## config.mk

```make
export PLATFORM = sky130hd
export DESIGN_NAME = matrix4_multiply
export DESIGN_NICKNAME = d
export VERILOG_FILES = /design/src/sv/mm4_pkg.sv /design/src/sv/mm4_mac.sv /design/src/sv/matrix4_multiply.sv
export SDC_FILE = /design/constraint.sdc
export NUM_CORES = 2
export LEC_CHECK = 0
export ABC_AREA = 1
export ABC_CLOCK_PERIOD_IN_PS = 12280
export BUFFER_PORTS_ARGS = -buffer_cell sky130_fd_sc_hd__buf_4
export CAP_MARGIN = 30
export CORE_ASPECT_RATIO = 0.5
export CORE_UTILIZATION = 60
export DETAILED_ROUTE_END_ITERATION = 10
export PLACE_DENSITY = 0.75
export SLEW_MARGIN = 20
export SYNTH_ARGS = -nofsm -noshare
export SYNTH_HDL_FRONTEND = slang
export SYNTH_HIERARCHICAL = 1
export SYNTH_SLANG_ARGS = --single-unit
```

## constraint.sdc

```tcl
create_clock -name clk_i -period 12.28 [get_ports clk_i]
set_input_delay 0.614 -clock clk_i [delete_from_list [all_inputs] [get_ports clk_i]]
set_output_delay 0.614 -clock clk_i [all_outputs]
set_load 0.03 [all_outputs]
```

## src/sv/mm4_pkg.sv

```systemverilog
`default_nettype none

package mm4_pkg;

  // Matrix geometry and number format
  localparam int unsigned DIM       = 4;
  localparam int unsigned FRAC_BITS = 16;
  localparam int unsigned TOTAL     = DIM * DIM;

  localparam int unsigned ELEM_W = 32;
  localparam int unsigned PROD_W = 2 * ELEM_W;
  localparam int unsigned K_W    = (DIM > 1) ? $clog2(DIM) : 1;
  localparam int unsigned IDX_W  = (TOTAL > 1) ? $clog2(TOTAL) : 1;
  localparam int unsigned ACC_W  = PROD_W + K_W;

  // Sideband that travels with one product through the datapath
  typedef struct packed {
    logic vld;
    logic first;
    logic last_k;
    logic last_elem;
  } mac_tag_t;

endpackage

`default_nettype wire

```

## src/sv/mm4_mac.sv

```systemverilog
`default_nettype none

module mm4_mac
  import mm4_pkg::*;
(
  input  wire logic                     clk_i,
  input  wire logic                     rst_ni,
  input  wire logic                     adv_i,
  input  wire logic signed [ELEM_W-1:0] a_i,
  input  wire logic signed [ELEM_W-1:0] b_i,
  input  wire mac_tag_t                 tag_i,
  output logic                          res_valid_o,
  output logic             [ELEM_W-1:0] res_o,
  output logic                          res_last_o
);

  localparam int unsigned HI_LSB = FRAC_BITS + ELEM_W - 1;

  logic signed [PROD_W-1:0] prod_q;
  mac_tag_t                 tag_q;
  logic signed [ACC_W-1:0]  acc_q;
  logic signed [ACC_W-1:0]  acc_d;
  logic                     done_q;
  logic                     last_q;
  logic [ACC_W-1-HI_LSB:0]  acc_hi;

  // Product stage
  always_ff @(posedge clk_i) begin
    if (adv_i) begin
      prod_q <= PROD_W'(a_i) * PROD_W'(b_i);
    end
  end

  always_comb begin
    if (tag_q.first) begin
      acc_d = ACC_W'(prod_q);
    end else begin
      acc_d = acc_q + ACC_W'(prod_q);
    end
  end

  // Accumulate stage
  always_ff @(posedge clk_i) begin
    if (adv_i && tag_q.vld) begin
      acc_q <= acc_d;
    end
  end

  always_ff @(posedge clk_i or negedge rst_ni) begin
    if (!rst_ni) begin
      tag_q  <= '0;
      done_q <= 1'b0;
      last_q <= 1'b0;
    end else if (adv_i) begin
      tag_q  <= tag_i;
      done_q <= tag_q.vld && tag_q.last_k;
      last_q <= tag_q.last_elem;
    end
  end

  // Drop the fraction bits (floor), clamp to the signed element range
  assign acc_hi = acc_q[ACC_W-1:HI_LSB];

  always_comb begin
    if ((&acc_hi) || !(|acc_hi)) begin
      res_o = acc_q[HI_LSB:FRAC_BITS];
    end else if (acc_q[ACC_W-1]) begin
      res_o = {1'b1, {(ELEM_W-1){1'b0}}};
    end else begin
      res_o = {1'b0, {(ELEM_W-1){1'b1}}};
    end
  end

  assign res_valid_o = done_q;
  assign res_last_o  = last_q;

endmodule

`default_nettype wire

```

## src/sv/matrix4_multiply.sv

```systemverilog
`default_nettype none

// Channel   Handshake                  Payload
// request   in_valid_i / in_stall_o    left_element_i, right_element_i
// result    out_valid_o / out_stall_i  product_element_o, last_element_o
//
// One request per cycle is written into the left and right memories. The
// last pair starts a pass of DIM*DIM*DIM = 64 products, DIM per result,
// with requests stalled, one product per cycle unless a result is stalled.
// After the last read come the product, accumulate and result registers.
// Reset clears only the load counter, sequencer, tags and valid/last flags.
// A stalled result freezes the pipeline; requests resume after the pass.

module matrix4_multiply
  import mm4_pkg::*;
(
  input  wire logic                     clk_i,
  input  wire logic                     rst_ni,
  input  wire logic                     in_valid_i,
  output logic                          in_stall_o,
  input  wire logic signed [ELEM_W-1:0] left_element_i,
  input  wire logic signed [ELEM_W-1:0] right_element_i,
  output logic                          out_valid_o,
  input  wire logic                     out_stall_i,
  output logic signed [ELEM_W-1:0]      product_element_o,
  output logic                          last_element_o
);

  localparam logic ST_LOAD = 1'b0;
  localparam logic ST_CALC = 1'b1;

  logic state_q, state_d;
  logic [IDX_W-1:0] load_cnt_q;
  logic [K_W-1:0]   row_q, row_d, col_q, col_d, k_q, k_d;

  logic [ELEM_W-1:0] left_mem  [TOTAL];
  logic [ELEM_W-1:0] right_mem [TOTAL];

  logic signed [ELEM_W-1:0] a_rd_q, b_rd_q;
  mac_tag_t                 tag_q, tag_d;
  logic [IDX_W-1:0]         a_addr, b_addr;

  logic              in_acc, issue, adv;
  logic              res_valid, res_last;
  logic [ELEM_W-1:0] res;
  logic              out_valid_q, out_last_q;
  logic [ELEM_W-1:0] out_q;

  // Freeze the datapath only while a finished result is held back
  assign adv        = !(out_valid_q && out_stall_i);
  assign in_stall_o = (state_q != ST_LOAD);
  assign in_acc     = in_valid_i && !in_stall_o;
  assign issue      = (state_q == ST_CALC) && adv;

  // Element addresses: left row-major, right walks down a column
  assign a_addr = IDX_W'(32'(row_q) * DIM + 32'(k_q));
  assign b_addr = IDX_W'(32'(k_q) * DIM + 32'(col_q));

  // Request side: write the pair; operand reads advance with the datapath
  always_ff @(posedge clk_i) begin
    if (in_acc) begin
      left_mem[load_cnt_q]  <= left_element_i;
      right_mem[load_cnt_q] <= right_element_i;
    end
    if (adv) begin
      a_rd_q <= left_mem[a_addr];
      b_rd_q <= right_mem[b_addr];
    end
  end

  // Product pass sequencer: k innermost, then column, then row
  always_comb begin
    state_d = state_q;
    row_d   = row_q;
    col_d   = col_q;
    k_d     = k_q;
    tag_d   = '0;
    case (state_q)
      ST_LOAD: begin
        if (in_acc && (load_cnt_q == IDX_W'(TOTAL - 1))) begin
          state_d = ST_CALC;
        end
      end
      ST_CALC: begin
        if (issue) begin
          tag_d.vld       = 1'b1;
          tag_d.first     = (k_q == '0);
          tag_d.last_k    = (k_q == K_W'(DIM - 1));
          tag_d.last_elem = (row_q == K_W'(DIM - 1)) && (col_q == K_W'(DIM - 1));
          if (k_q == K_W'(DIM - 1)) begin
            k_d = '0;
            if (col_q == K_W'(DIM - 1)) begin
              col_d = '0;
              if (row_q == K_W'(DIM - 1)) begin
                row_d   = '0;
                state_d = ST_LOAD;
              end else begin
                row_d = row_q + K_W'(1);
              end
            end else begin
              col_d = col_q + K_W'(1);
            end
          end else begin
            k_d = k_q + K_W'(1);
          end
        end
      end
      default: begin
        state_d = ST_LOAD;
      end
    endcase
  end

  always_ff @(posedge clk_i or negedge rst_ni) begin
    if (!rst_ni) begin
      state_q    <= ST_LOAD;
      load_cnt_q <= '0;
      row_q      <= '0;
      col_q      <= '0;
      k_q        <= '0;
      tag_q      <= '0;
    end else begin
      state_q <= state_d;
      row_q   <= row_d;
      col_q   <= col_d;
      k_q     <= k_d;
      if (in_acc) begin
        if (load_cnt_q == IDX_W'(TOTAL - 1)) begin
          load_cnt_q <= '0;
        end else begin
          load_cnt_q <= load_cnt_q + IDX_W'(1);
        end
      end
      if (adv) begin
        tag_q <= tag_d;
      end
    end
  end

  mm4_mac u_mac (
    .clk_i       (clk_i),
    .rst_ni      (rst_ni),
    .adv_i       (adv),
    .a_i         (a_rd_q),
    .b_i         (b_rd_q),
    .tag_i       (tag_q),
    .res_valid_o (res_valid),
    .res_o       (res),
    .res_last_o  (res_last)
  );

  // Result register: load when empty or being taken, drop when taken
  always_ff @(posedge clk_i or negedge rst_ni) begin
    if (!rst_ni) begin
      out_valid_q <= 1'b0;
      out_last_q  <= 1'b0;
    end else if (adv && res_valid) begin
      out_valid_q <= 1'b1;
      out_last_q  <= res_last;
    end else if (out_valid_q && !out_stall_i) begin
      out_valid_q <= 1'b0;
    end
  end

  always_ff @(posedge clk_i) begin
    if (adv && res_valid) begin
      out_q <= res;
    end
  end

  assign out_valid_o       = out_valid_q;
  assign product_element_o = out_q;
  assign last_element_o    = out_last_q;

endmodule

`default_nettype wire

```

==> qor.csv <==
stage;metric;value;unit
die;# IOs;103;
setup_path;kind of critical path;flop to flop;
placement;Routability Congestion;0.973;
routing;number of routed nets with antenna violations;0;
clock_tree;CTS Sinks;1273;
sta;Final Skew;0.110;ns
die;chip height;286;um
sta;Rel. slew slack;32.1;%
sta;Final Hold Viols;0;
routing;WL final;255;mm
die;FP Rows;103;
synthesis;Post-synth top cells;3102 x nand2_1, 2653 x inv_1, 1250 x edfxtp_1, 1083 x fa_1, 906 x nand3_1;
sta;final cycle utilization of the critical path;68.5;%
clock_tree;post-CTS sizing;0;
sta;min Tclk post-route;8.41;ns
synthesis;syn nets;12100;
synthesis;Seq/Total Area, Yosys;39.5;%
sta;RSZ-0062 raised after global routing;false;
setup_path;WP data required;12.70;ns
clock_tree;Post-CTS Setup Bufs;0;
synthesis;Synth area leaders;edfxtp_1 39%, fa_1 22%, nand2_1 12%;
worst_hold_path;Min-Delay Path Depth;1;
routing;routed vias/inst;5.45;
worst_hold_path;Hold EP;left_mem[10][31]$_DFFE_PP_;
finish;synthesis-to-layout area growth;6.21;%
synthesis;Synth Instances;10700;
synthesis;Post-synth EDFFs;1250;
routing;Remaining DRCs;0;
setup_path;Reg-to-Reg End;u_mac/prod_q[63]$_DFFE_PP_;
synthesis;Synth warnings;6;
synthesis;synthesized cell area;96500;um^2
clock_tree;Root Buffer;clkbuf_16;
finish;Final Util;64.6;%
setup_path;CP startpoint kind;flop;
finish;share of cells above drive strength 1;4.61;%
setup_path;Worst Setup End Kind;flop;
die;core area;159000;um^2
synthesis;post-synth cell types;54;
flow_run;max_cap viols;0;
clock_tree;clock slew at reported path FFs;0.08;ns
clock_tree;worst skew pair latency;0.77;ns
synthesis;most frequent cell after synthesis;nand2_1;
global_routing;vias in the first global route;70300;
clock_tree;maximum root-to-sink buffer count;3;
global_routing;first-pass GRT wire length;399;mm
clock_tree;cts hold-fix bufs;1;
routing;First DRT Iteration DRCs;7065;
clock_tree;CTS buffer count;110;
die;Initial Utilization;60.8;%
setup_path;critical path peak fanout;32;
sta;fmax;119;MHz
run_status;outcome;completed;
sta;count of pins over their slew limit;0;
finish;# nets final;12000;
setup_path;R2R setup slack;3.87;ns
global_routing;total grt overflow;0;
clock_tree;H-tree depth;3;
placement;Post-DP HPWL;175;mm
clock_tree;CTS tree;built;
finish;filler cell count;12700;
setup_path;launching point of the worst reg2reg path;a_rd_q[31]$_DFFE_PN_;
setup_path;CP dominant cell by count;inv_1;
global_routing;GRT Total Usage;31.9;%
setup_path;Critical Path AT;8.84;ns
routing;first drt pass iteration count;8;
sta;Worst Max-Slew Pin Slew;1.02;ns
setup_path;R2R cell count;29;
worst_hold_path;Tightest Hold Check Type;primary input to flop;
synthesis;ys async rst share;1.81;%
global_routing;largest net degree at the start of global routing;184;
routing;WL/cell;19.9;um
synthesis;post-synthesis average cell area;9.06;um^2
setup_path;Worst path slowest cell;fa_1;
setup_path;Crit path largest cell delay;0.94;ns
sta;total negative slack;0;ns
worst_hold_path;hold_sp;left_element_i[31];
die;Die Width;569;um
synthesis;number of synthesized register bits;1273;
synthesis;ys flop type;edfxtp_1;
routing;routed vias;69900;
placement;number of port buffers;102;
global_routing;initial antenna violation count;12;
synthesis;Synth top area share;38.9;%
synthesis;Synth area leader;edfxtp_1;
die;die area;162000;um^2
sta;final setup fails;0;
-- placed cells by master (no fill, tap or decap), types with 13 or more instances in the layout --
| master | count |
|---|---|
| nor3_1 | 19 |
| xnor2_1 | 31 |
| inv_1 | 2648 |
| or2_2 | 21 |
| clkinv_2 | 13 |
| nor2_1 | 291 |
| nand4_1 | 30 |
| clkinv_1 | 31 |
| edfxtp_1 | 1250 |
| fa_1 | 1083 |
| nand3b_1 | 24 |
| dfrtp_1 | 16 |
| xor2_1 | 45 |
| nor2_4 | 20 |
| nor2_2 | 18 |
| o21bai_1 | 32 |
| inv_2 | 17 |
| a21oi_1 | 172 |
| clkbuf_1 | 25 |
| clkbuf_16 | 110 |
| o21ai_0 | 134 |
| nand3_1 | 906 |
| nand2_1 | 3101 |
| ha_1 | 257 |
| buf_4 | 217 |
-- final cells by class --
type	instances	area (um^2)	area share, %
multi-input cells	6283	46300	45.1
flip-flops and latches	1273	38100	37.2
inverters	2670	10000	9.81
clock buffers	135	2850	2.78
well taps	2152	2690	2.63
repair buffers	229	1880	1.83
clock inverters	63	592	0.578
diodes	6	15.0	0.0147
-- routing by layer --
metal	global-route usage [%]	up-vias	part of all wire [%]
met3	6.02	580	11
met1	44.4	33800	40
li1	-	31900	-
met2	51.3	3591	46
met5	0	-	0.016
met4	10.4	6	3.3
-- critical path, delay by kind of cell, from the launching register on --
family	cells	cell delay, ns
fa+ha+maj	9	5.11
buf+inv	11	1.44
simple gates	9	1.16
flops	1	0.32
-- state kept, by name (all words and copies together), names as in the netlist, 32 cells and up --
| name | flops |
|---|---|
| product_element_o | 32 |
| right_mem | 512 |
| a_rd_q | 32 |
| b_rd_q | 32 |
| u_mac/prod_q | 64 |
| left_mem | 512 |
| u_mac/acc_q | 66 |
-- kinds of logic (layout without fill, tap and decap cells) --
family | after synthesis | after routing | synth area share (%)
xor+xnor | 76 | 76 | 0.690
buf+inv | 3096 | 3097 | 12.7
other cells | 0 | 6 | 0
mux | 2 | 2 | 0.0233
compound gates | 392 | 392 | 2.24
flops | 1273 | 1273 | 39.5
fa+ha+maj | 1340 | 1340 | 25.8
simple gates | 4473 | 4473 | 19.1
-- metrics by stage --
| step | area [um^2] | setup WS [ns] | hold slack [ns] | cells |
|---|---|---|---|---|
| 2_1_floorplan | 96500 | 4.90 | 0.318 | 10700 |
| 3_3_place_gp | 98800 | 3.79 | 0.452 | 12600 |
| 3_5_place_dp | 98900 | 3.94 | 0.457 | 12600 |
| 4_1_cts | 102000 | 3.81 | 0.0928 | 12800 |
| 5_1_grt | 102000 | 3.15 | 0.123 | 12800 |
| 6_report | 102000 | 3.87 | 0.139 | 12800 |
-- worst max path at each step --
| stage | from | to | slack (ns) | depth (start not counted) |
|---|---|---|---|---|
| detailed placement | a_rd_q[31]$_DFFE_PN_ | u_mac/prod_q[62]$_DFFE_PP_ | 3.94 | 28 |
| global route | a_rd_q[31]$_DFFE_PN_ | u_mac/prod_q[63]$_DFFE_PP_ | 3.15 | 29 |
| global placement | b_rd_q[3]$_DFFE_PN_ | u_mac/prod_q[62]$_DFFE_PP_ | 3.79 | 24 |
| floorplan | a_rd_q[31]$_DFFE_PN_ | u_mac/prod_q[62]$_DFFE_PP_ | 4.90 | 27 |
| CTS | a_rd_q[31]$_DFFE_PN_ | u_mac/prod_q[62]$_DFFE_PP_ | 3.81 | 28 |
| finish | a_rd_q[31]$_DFFE_PN_ | u_mac/prod_q[63]$_DFFE_PP_ | 3.87 | 29 |
Power is not shown: default switching activity piles up to over one toggle a cycle in this logic, so the estimate is an artifact.
